## src/rtl/biss_c_position_decoder_assert.svh

```systemverilog
// assertion macros for the biss-c position decoder
`ifndef BISS_C_POSITION_DECODER_ASSERT_SVH
`define BISS_C_POSITION_DECODER_ASSERT_SVH

// same-cycle implication
`define BISSC_ASSERT_NOW(label, ante, cons) \
    label: assert property (@(posedge clk) disable iff (!rst_n) (ante) |-> (cons)) \
        else $error("biss-c decoder assertion failed");

// next-cycle implication
`define BISSC_ASSERT_NEXT(label, ante, cons) \
    label: assert property (@(posedge clk) disable iff (!rst_n) (ante) |=> (cons)) \
        else $error("biss-c decoder assertion failed");

`endif

```

## src/rtl/bissc_pkg.sv

```systemverilog
// shared constants and types for the biss-c position decoder
package bissc_pkg;

    localparam int FRAME_W        = 64;
    localparam int SYNC_BITS      = 3;
    localparam int WORD_SHIFT     = 3;
    localparam int SYNC_POS_W     = 6;
    localparam int SPEED_W        = 24;
    localparam int PP_W           = 5;
    localparam int CFG_INDEX_W    = 2;

    localparam int FRAME_BITS_DEF = 64;
    localparam int DATA_BITS_DEF  = 35;
    localparam int POS_BITS_DEF   = 20;

    // rpm * 256 for one turn per 1 ms period
    localparam logic [SPEED_W-1:0] RPM_Q8_PER_TURN = 24'd15360000;

    localparam logic [23:0]     ELEC_OFFSET_RESET = 24'd204560;
    localparam logic [PP_W-1:0] POLE_PAIRS_RESET  = 5'd5;

    localparam logic [CFG_INDEX_W-1:0] REG_ELEC_OFFSET = 2'd0;
    localparam logic [CFG_INDEX_W-1:0] REG_POLE_PAIRS  = 2'd1;

    typedef struct packed {
        logic                  found;
        logic [SYNC_POS_W-1:0] sync_idx;
        logic                  first;
    } status_t;

endpackage

```

## src/rtl/bissc_frame_decode.sv

```systemverilog
// sync search, data extraction and position state stage
module bissc_frame_decode #(
    parameter int FRAME_BITS = bissc_pkg::FRAME_BITS_DEF,
    parameter int DATA_BITS  = bissc_pkg::DATA_BITS_DEF,
    parameter int POS_BITS   = bissc_pkg::POS_BITS_DEF
) (
    input  logic                         clk,
    input  logic                         rst_n,
    input  logic                         s0_valid,
    input  logic [bissc_pkg::FRAME_W-1:0] frame,
    output logic                         s1_ready,
    output logic                         s1_valid,
    input  logic                         s2_ready,
    output bissc_pkg::status_t           status,
    output logic [POS_BITS-1:0]          pos_out,
    output logic [POS_BITS-1:0]          prev_out
);

    localparam int FW    = bissc_pkg::FRAME_W;
    localparam int EXT_W = FW + DATA_BITS;
    localparam int SH_W  = $clog2(FW + bissc_pkg::SYNC_BITS + 1);

    logic                             s1_valid_reg;
    bissc_pkg::status_t               status_reg;
    logic [POS_BITS-1:0]              pos_reg;
    logic [POS_BITS-1:0]              prev_reg;
    logic                             started_reg;

    logic [FW-1:0]                    frame_mask;
    logic [FW-1:0]                    frame_kept;
    logic                             found_next;
    logic [bissc_pkg::SYNC_POS_W-1:0] sync_pos_next;
    logic [SH_W-1:0]                  shamt;
    logic [EXT_W-1:0]                 ext;
    logic [EXT_W-1:0]                 shifted;
    logic [DATA_BITS-1:0]             word;
    logic [POS_BITS-1:0]              pos_next;
    logic                             load;

    // bits past the frame read as zero
    assign frame_mask = ~({FW{1'b1}} >> FRAME_BITS);
    assign frame_kept = frame & frame_mask;

    // first 0-1-0 pattern, lowest index wins
    always_comb
    begin
        found_next    = 1'b0;
        sync_pos_next = '0;
        for (int i = FRAME_BITS - 3; i >= 0; i--)
        begin
            if (!frame_kept[FW-1-i] && frame_kept[FW-2-i] && !frame_kept[FW-3-i])
            begin
                found_next    = 1'b1;
                sync_pos_next = bissc_pkg::SYNC_POS_W'(i);
            end
        end
    end

    assign shamt    = SH_W'(sync_pos_next) + SH_W'(bissc_pkg::SYNC_BITS);
    assign ext      = {frame_kept, {DATA_BITS{1'b0}}};
    assign shifted  = ext << shamt;
    assign word     = shifted[EXT_W-1 -: DATA_BITS];
    assign pos_next = found_next ? word[bissc_pkg::WORD_SHIFT +: POS_BITS] : pos_reg;

    assign s1_ready = !s1_valid_reg || s2_ready;
    assign load     = s0_valid && s1_ready;

    always_ff @(posedge clk or negedge rst_n)
    begin
        if (!rst_n)
        begin
            s1_valid_reg <= 1'b0;
            pos_reg      <= '0;
            started_reg  <= 1'b0;
        end
        else
        begin
            if (s1_ready)
            begin
                s1_valid_reg <= s0_valid;
            end
            if (load)
            begin
                pos_reg     <= pos_next;
                started_reg <= 1'b1;
            end
        end
    end

    always_ff @(posedge clk)
    begin
        if (load)
        begin
            prev_reg            <= pos_reg;
            status_reg.found    <= found_next;
            status_reg.sync_idx <= sync_pos_next;
            status_reg.first    <= !started_reg;
        end
    end

    assign s1_valid = s1_valid_reg;
    assign status   = status_reg;
    assign pos_out  = pos_reg;
    assign prev_out = prev_reg;

endmodule

```

## src/rtl/bissc_motion.sv

```systemverilog
// speed and electrical angle stage with output register
module bissc_motion #(
    parameter int POS_BITS = bissc_pkg::POS_BITS_DEF
) (
    input  logic                                clk,
    input  logic                                rst_n,
    input  logic                                s1_valid,
    output logic                                s2_ready,
    input  bissc_pkg::status_t                  status,
    input  logic [POS_BITS-1:0]                 pos_in,
    input  logic [POS_BITS-1:0]                 prev_in,
    input  logic [POS_BITS-1:0]                 elec_offset,
    input  logic [bissc_pkg::PP_W-1:0]          pole_pairs,
    output logic                                out_valid,
    input  logic                                out_stall,
    output logic                                sync_found,
    output logic [bissc_pkg::SYNC_POS_W-1:0]    sync_position,
    output logic [POS_BITS-1:0]                 position,
    output logic signed [bissc_pkg::SPEED_W-1:0] speed_rpm_q8,
    output logic [POS_BITS-1:0]                 elec_angle
);

    localparam int SW     = bissc_pkg::SPEED_W;
    localparam int PROD_W = POS_BITS + SW + 1;

    logic                             out_valid_reg;
    logic                             found_reg;
    logic [bissc_pkg::SYNC_POS_W-1:0] sync_pos_reg;
    logic [POS_BITS-1:0]              position_reg;
    logic [SW-1:0]                    speed_reg;
    logic [POS_BITS-1:0]              angle_reg;

    logic [POS_BITS-1:0]              delta;
    logic signed [PROD_W-1:0]         speed_prod;
    logic signed [PROD_W-1:0]         speed_shift;
    logic [SW-1:0]                    speed_next;
    logic [POS_BITS-1:0]              angle_diff;
    logic [POS_BITS+bissc_pkg::PP_W-1:0] angle_prod;
    logic [POS_BITS-1:0]              angle_next;
    logic                             load;

    // wrapped position change, taken as signed
    assign delta       = pos_in - prev_in;
    assign speed_prod  = $signed(delta) * $signed({1'b0, bissc_pkg::RPM_Q8_PER_TURN});
    assign speed_shift = speed_prod >>> POS_BITS;
    assign speed_next  = status.first ? '0 : speed_shift[SW-1:0];

    assign angle_diff = pos_in - elec_offset;
    assign angle_prod = angle_diff * pole_pairs;
    assign angle_next = angle_prod[POS_BITS-1:0];

    assign s2_ready = !out_valid_reg || !out_stall;
    assign load     = s1_valid && s2_ready;

    always_ff @(posedge clk or negedge rst_n)
    begin
        if (!rst_n)
        begin
            out_valid_reg <= 1'b0;
        end
        else if (s2_ready)
        begin
            out_valid_reg <= s1_valid;
        end
    end

    always_ff @(posedge clk)
    begin
        if (load)
        begin
            found_reg    <= status.found;
            sync_pos_reg <= status.found ? status.sync_idx : '0;
            position_reg <= pos_in;
            speed_reg    <= speed_next;
            angle_reg    <= angle_next;
        end
    end

    assign out_valid     = out_valid_reg;
    assign sync_found    = found_reg;
    assign sync_position = sync_pos_reg;
    assign position      = position_reg;
    assign speed_rpm_q8  = $signed(speed_reg);
    assign elec_angle    = angle_reg;

endmodule

```

## src/rtl/biss_c_position_decoder.sv

```systemverilog
// biss-c position decoder top level: input register, configuration and stages
//
// channel   direction  handshake              payload
// in        input      in_valid / in_stall    frame
// out       output     out_valid / out_stall  sync_found, sync_position, position,
//                                             speed_rpm_q8, elec_angle
// cfg       input      cfg_we                 cfg_index, cfg_wdata
//
// one transaction per cycle sustained while out_stall is low
// three register stages: input register, decode stage, output register
// each stage fills while the next one waits, so in_stall rises only when all are full
// reset clears the valid bits, the stored position and the first-sample flag
// configuration takes effect on the next transaction that reaches the output stage
module biss_c_position_decoder #(
    parameter int FRAME_BITS = bissc_pkg::FRAME_BITS_DEF,
    parameter int DATA_BITS  = bissc_pkg::DATA_BITS_DEF,
    parameter int POS_BITS   = bissc_pkg::POS_BITS_DEF
) (
    input  logic                                 clk,
    input  logic                                 rst_n,
    input  logic                                 in_valid,
    output logic                                 in_stall,
    input  logic [bissc_pkg::FRAME_W-1:0]        frame,
    output logic                                 out_valid,
    input  logic                                 out_stall,
    output logic                                 sync_found,
    output logic [bissc_pkg::SYNC_POS_W-1:0]     sync_position,
    output logic [POS_BITS-1:0]                  position,
    output logic signed [bissc_pkg::SPEED_W-1:0] speed_rpm_q8,
    output logic [POS_BITS-1:0]                  elec_angle,
    input  logic                                 cfg_we,
    input  logic [bissc_pkg::CFG_INDEX_W-1:0]    cfg_index,
    input  logic [POS_BITS-1:0]                  cfg_wdata
);

`include "biss_c_position_decoder_assert.svh"

    logic                              s0_valid_reg;
    logic [bissc_pkg::FRAME_W-1:0]     frame_reg;
    logic [POS_BITS-1:0]               elec_offset_reg;
    logic [bissc_pkg::PP_W-1:0]        pole_pairs_reg;

    logic                              s0_ready;
    logic                              s1_ready;
    logic                              s1_valid;
    logic                              s2_ready;
    bissc_pkg::status_t                status;
    logic [POS_BITS-1:0]               pos_s1;
    logic [POS_BITS-1:0]               prev_s1;

    assign s0_ready = !s0_valid_reg || s1_ready;
    assign in_stall = !s0_ready;

    always_ff @(posedge clk or negedge rst_n)
    begin
        if (!rst_n)
        begin
            s0_valid_reg    <= 1'b0;
            elec_offset_reg <= POS_BITS'(bissc_pkg::ELEC_OFFSET_RESET);
            pole_pairs_reg  <= bissc_pkg::POLE_PAIRS_RESET;
        end
        else
        begin
            if (s0_ready)
            begin
                s0_valid_reg <= in_valid;
            end
            if (cfg_we)
            begin
                case (cfg_index)
                    bissc_pkg::REG_ELEC_OFFSET: elec_offset_reg <= cfg_wdata;
                    bissc_pkg::REG_POLE_PAIRS:  pole_pairs_reg  <= cfg_wdata[bissc_pkg::PP_W-1:0];
                    default: ;
                endcase
            end
        end
    end

    always_ff @(posedge clk)
    begin
        if (in_valid && s0_ready)
        begin
            frame_reg <= frame;
        end
    end

    bissc_frame_decode #(
        .FRAME_BITS (FRAME_BITS),
        .DATA_BITS  (DATA_BITS),
        .POS_BITS   (POS_BITS)
    ) u_decode (
        .clk      (clk),
        .rst_n    (rst_n),
        .s0_valid (s0_valid_reg),
        .frame    (frame_reg),
        .s1_ready (s1_ready),
        .s1_valid (s1_valid),
        .s2_ready (s2_ready),
        .status   (status),
        .pos_out  (pos_s1),
        .prev_out (prev_s1)
    );

    bissc_motion #(
        .POS_BITS (POS_BITS)
    ) u_motion (
        .clk           (clk),
        .rst_n         (rst_n),
        .s1_valid      (s1_valid),
        .s2_ready      (s2_ready),
        .status        (status),
        .pos_in        (pos_s1),
        .prev_in       (prev_s1),
        .elec_offset   (elec_offset_reg),
        .pole_pairs    (pole_pairs_reg),
        .out_valid     (out_valid),
        .out_stall     (out_stall),
        .sync_found    (sync_found),
        .sync_position (sync_position),
        .position      (position),
        .speed_rpm_q8  (speed_rpm_q8),
        .elec_angle    (elec_angle)
    );

    // an empty input register never stalls
    `BISSC_ASSERT_NOW(a_empty_no_stall, !s0_valid_reg, !in_stall)
    // input stalls only when the whole pipe is backed up
    `BISSC_ASSERT_NOW(a_stall_backpressure, in_stall, out_valid && out_stall)
    // no sync means sync position reads zero
    `BISSC_ASSERT_NOW(a_nosync_pos_zero, out_valid && !sync_found, sync_position == '0)
    // pole pairs write lands in the register
    `BISSC_ASSERT_NEXT(a_pole_pairs_write,
        rst_n && cfg_we && (cfg_index == bissc_pkg::REG_POLE_PAIRS),
        pole_pairs_reg == $past(cfg_wdata[bissc_pkg::PP_W-1:0]))

endmodule

```

## config.mk

```make
export PLATFORM = sky130hd
export DESIGN_NAME = biss_c_position_decoder
export DESIGN_NICKNAME = d
export VERILOG_FILES = /design/src/rtl/bissc_pkg.sv /design/src/rtl/bissc_frame_decode.sv /design/src/rtl/bissc_motion.sv /design/src/rtl/biss_c_position_decoder.sv
export VERILOG_INCLUDE_DIRS = /design/src /design/src/rtl
export SDC_FILE = /design/constraint.sdc
export NUM_CORES = 1
export LEC_CHECK = 0
export BUFFER_PORTS_ARGS = -buffer_cell sky130_fd_sc_hd__buf_2
export CAP_MARGIN = 20
export CORE_UTILIZATION = 35
export CTS_CLUSTER_DIAMETER = 100
export DETAILED_ROUTE_END_ITERATION = 8
export GPL_TIMING_DRIVEN = 0
export PLACE_DENSITY = 0.61
export REMOVE_ABC_BUFFERS = 1
export SYNTH_ARGS = -nofsm -noshare
export SYNTH_HDL_FRONTEND = slang
export SYNTH_SLANG_ARGS = --single-unit
```

## constraint.sdc

```tcl
create_clock -name clk -period 18.73 [get_ports clk]
set_input_delay 3.746 -clock clk [delete_from_list [all_inputs] [get_ports clk]]
set_output_delay 3.746 -clock clk [all_outputs]
set_load 0.005 [all_outputs]
```

==> summary.md <==
| Metric | Value |
|---|---|
| Status | finished clean |
| Worst R2R Path Depth | 32 |
| Worst Hold Class | register to register |
| Vias in the first global route | 15900 |
| Max Freq | 111 MHz |
| DP HPWL | 43600 um |
| Setup TNS | 0 ns |
| Crit path time final | 8.98 ns |
| Synth area leader | edfxtp_1 |
| Post-Syn Area per Cell | 9.98 um2 |
| Distinct cell type count after synthesis | 94 |
| Setup ws final | 9.75 ns |
| Grt ovf | 0 |
| Routed wire length | 54700 um |
| Synth Area in XOR/XNOR | 3.04% |
| Synth warn | 0 |
| Mapped Area | 20900 um2 |
| DR WL/cell | 18.2 um |
| CORE AREA | 59000 um2 |
| Sequential share of the synthesized area | 29.3% |
| Ports | 164 |
| Global-route wire length before repair | 87000 um |
| Crit Reg-Reg Startpoint | u_decode.pos_out[0]$_DFFE_PN0P_ |
| Async set-reset flop share out of synthesis | 23.1% |
| Req. time, crit path | 19.02 ns |
| Area contributors post-synth | edfxtp_1 23%, fa_1 13%, ha_1 10% |
| Pre-CTS setup slack | 9.55 ns |
| Via total after detailed routing | 15800 |
| Clock buffer depth | 3 |
| Flop2flop setup slack | 9.75 ns |
| Die area | 60800 um2 |
| Largest family of logic cells by synthesized area | adder cells |
| Cell family with most CP delay | compound AO/OA/AOI/OAI gates |
| Setup crit end kind | register |
| Post-synthesis simple-gate area fraction | 14.9% |
| Vias per cell | 5.26 |
| Setup bufs post-CTS | 0 |
| Critical Path Most Common Cell | a21oi_1 |
| Post-Synthesis Cells | 2098 |
| P&R area growth vs syn | 12.6% |
| IO Port Bufs | 163 |
| CTS resizes | 0 |
| Die Wd | 247 um |
| WS Path Type | register to register |
| Post-synth top area share | 23.4% |
| Iteration-0 DRC Markers | 933 |
| Die Span Y | 247 um |
| Final hold vios | 0 |
| First drt pass iteration count | 6 |
| Synth Flop Type | edfxtp_1 |
| EDFF count, synth | 163 |
| # rows | 89 |
| Worst Setup SP | u_decode.pos_out[0]$_DFFE_PN0P_ |
| Total global-route track usage | 18.0% |
| Worst rel slew slack | 25.5% |
| Setup Skew | 0.0132 ns |
| Compound-cell area share of the yosys netlist | 12.7% |
| CP endpoint | u_motion.speed_rpm_q8[23]$_SDFFCE_PP0P_ |
| Worst-Skew Late Latency | 0.57 ns |
| Mux cell area share after synthesis | 9.06% |
| Clk slew on worst S/H paths | 0.06 ns |
| Tcrit/Tclk final | 48.0% |
| Worst Tran Pin Value | 1.10 ns |
| Net count, final | 2607 |
| Ratio of cells with drive above 1 in the final layout | 15.1% |
| Adder-Cell Fraction of Synth Area | 23.8% |
| Number of hold buffers added after CTS | 0 |
| Final ANT Viol Nets | 0 |
| Clk root buf | clkbuf_16 |
| Worst path slowest cell | o311ai_0 |
| Largest register FFs | 64 |
| Max-Cap Viols | 0 |
| DRC viols | 0 |
| Routability cong. | 0.913 |
| Largest net degree at the start of global routing | 46 |
| Initial antenna violation count | 0 |
| Filler cells | 5851 |
| RSZ-0062 raised after global routing | false |
| Design area | 23600 um2 |
| TritonCTS clock tree | built |
| RR Endpoint | u_motion.speed_rpm_q8[23]$_SDFFCE_PP0P_ |
| H-tree depth | 1 |
| WP buf/inv | 4 |
| Critical path depth in cells | 32 |
| CP max FO | 5 |
| Diode count | 0 |
| Nature of the critical path startpoint | register |
| Clock Sinks | 212 |
| Worst Path Arrival | 9.27 ns |
| #FFs+latches synth | 212 |
| Placed Area | 22500 um2 |
| Initial Utilization | 35.5% |
| Endpoints failing setup | 0 |
| CP max stage delay | 0.81 ns |
| Max Slew Vio Count | 0 |
| Total CTS buffers | 28 |
-- synthesized netlist by cell type, drive strengths merged (14+ instances only) --
library cell and count:
inv 262, nand2 183, ha 171, edfxtp 163
fa 141, a21oi 117, nor2 99, nand2b 74
o21ai 70, and2 59, clkbuf 59, mux2i 52
mux4 51, xnor2 48, buf 46, nand3 46
dfrtp 39, nor3 39, nor2b 34, a211oi 24
o211ai 24, a21o 20, xor2 20, nor3b 19
mux2 18, o21a 14
-- layer usage --
metal | GRT usage (%) | up-vias | share of wire (%)
li1 | - | 7568 | -
met2 | 31.9 | 380 | 50
met4 | 5.37 | 0 | 3.2
met1 | 22.9 | 7747 | 43
met5 | 0 | - | 0
met3 | 2.16 | 84 | 3.9
-- per-stage QoR --
step / instances / hold slack [ns] / util, %
after floorplan: 1993 / 0.412 / -
after global placement: 2929 / 0.425 / 37.6
after detailed placement: 2945 / 0.432 / 38.1
after CTS: 2997 / 0.447 / 39.8
after global routing: 2999 / 0.508 / 39.9
final: 2999 / 0.439 / 39.9
-- cells in the final DEF (no fill, tap or decap), types with 23 or more instances in the layout --
| cell type | netlist | final |
|---|---|---|
| nor2_1 | 99 | 98 |
| edfxtp_1 | 163 | 163 |
| nor2b_1 | 34 | 34 |
| o211ai_1 | 24 | 24 |
| o21ai_0 | 68 | 67 |
| xnor2_1 | 47 | 45 |
| fa_1 | 141 | 141 |
| and2_1 | 58 | 57 |
| a211oi_1 | 23 | 23 |
| clkbuf_16 | 0 | 29 |
| ha_1 | 171 | 171 |
| buf_2 | 26 | 163 |
| nor3_1 | 39 | 39 |
| nand2_1 | 182 | 182 |
| nand2b_1 | 74 | 74 |
| inv_1 | 261 | 260 |
| mux4_2 | 48 | 48 |
| nand3_1 | 46 | 46 |
| a21oi_1 | 117 | 117 |
| dfrtp_1 | 39 | 39 |
| mux2i_1 | 51 | 51 |
-- final cells by class --
| class | count | area (um2) | area share [%] |
|---|---|---|---|
| clock buffers | 33 | 751 | 3.19 |
| clock inverters | 19 | 246 | 1.05 |
| inverters | 263 | 987 | 4.19 |
| multi-input cells | 1518 | 13300 | 56.6 |
| flip-flops and latches | 212 | 6130 | 26.0 |
| well taps | 773 | 967 | 4.11 |
| repair buffers | 181 | 1150 | 4.88 |
-- how the worst min path moves through the flow --
stage	start	endpoint	slack, ns	depth (start not counted)
global placement	u_decode.started_reg$_DFFE_PN0P_	u_decode.started_reg$_DFFE_PN0P_	0.42	2
finish	u_decode.started_reg$_DFFE_PN0P_	u_decode.started_reg$_DFFE_PN0P_	0.44	2
detailed placement	u_decode.started_reg$_DFFE_PN0P_	u_decode.started_reg$_DFFE_PN0P_	0.43	2
CTS	u_decode.started_reg$_DFFE_PN0P_	u_decode.started_reg$_DFFE_PN0P_	0.45	2
floorplan	u_decode.started_reg$_DFFE_PN0P_	u_decode.started_reg$_DFFE_PN0P_	0.41	2
global route	u_decode.started_reg$_DFFE_PN0P_	u_decode.started_reg$_DFFE_PN0P_	0.51	2
-- worst reg2reg max path, delay by kind of cell (launching register included) --
kind / cells / cell delay, ns
AOI/OAI and AO/OA: 16 / 4.51
adders and majority gates: 7 / 2.79
DFF: 1 / 0.47
buffers and inverters: 4 / 0.41
and+or+nand+nor: 4 / 0.36
xor gates and xnor gates: 1 / 0.14
-- kinds of logic after synthesis --
family / after synthesis
AO/OA/AOI/OAI: 398
XOR/XNOR: 69
adder cells (fa/ha/maj): 313
buffers and inverters: 368
flip-flops: 212
multiplexers: 121
AND/OR/NAND/NOR: 617
Power is not shown: default switching activity piles up to over one toggle a cycle in this logic, so the estimate is an artifact.
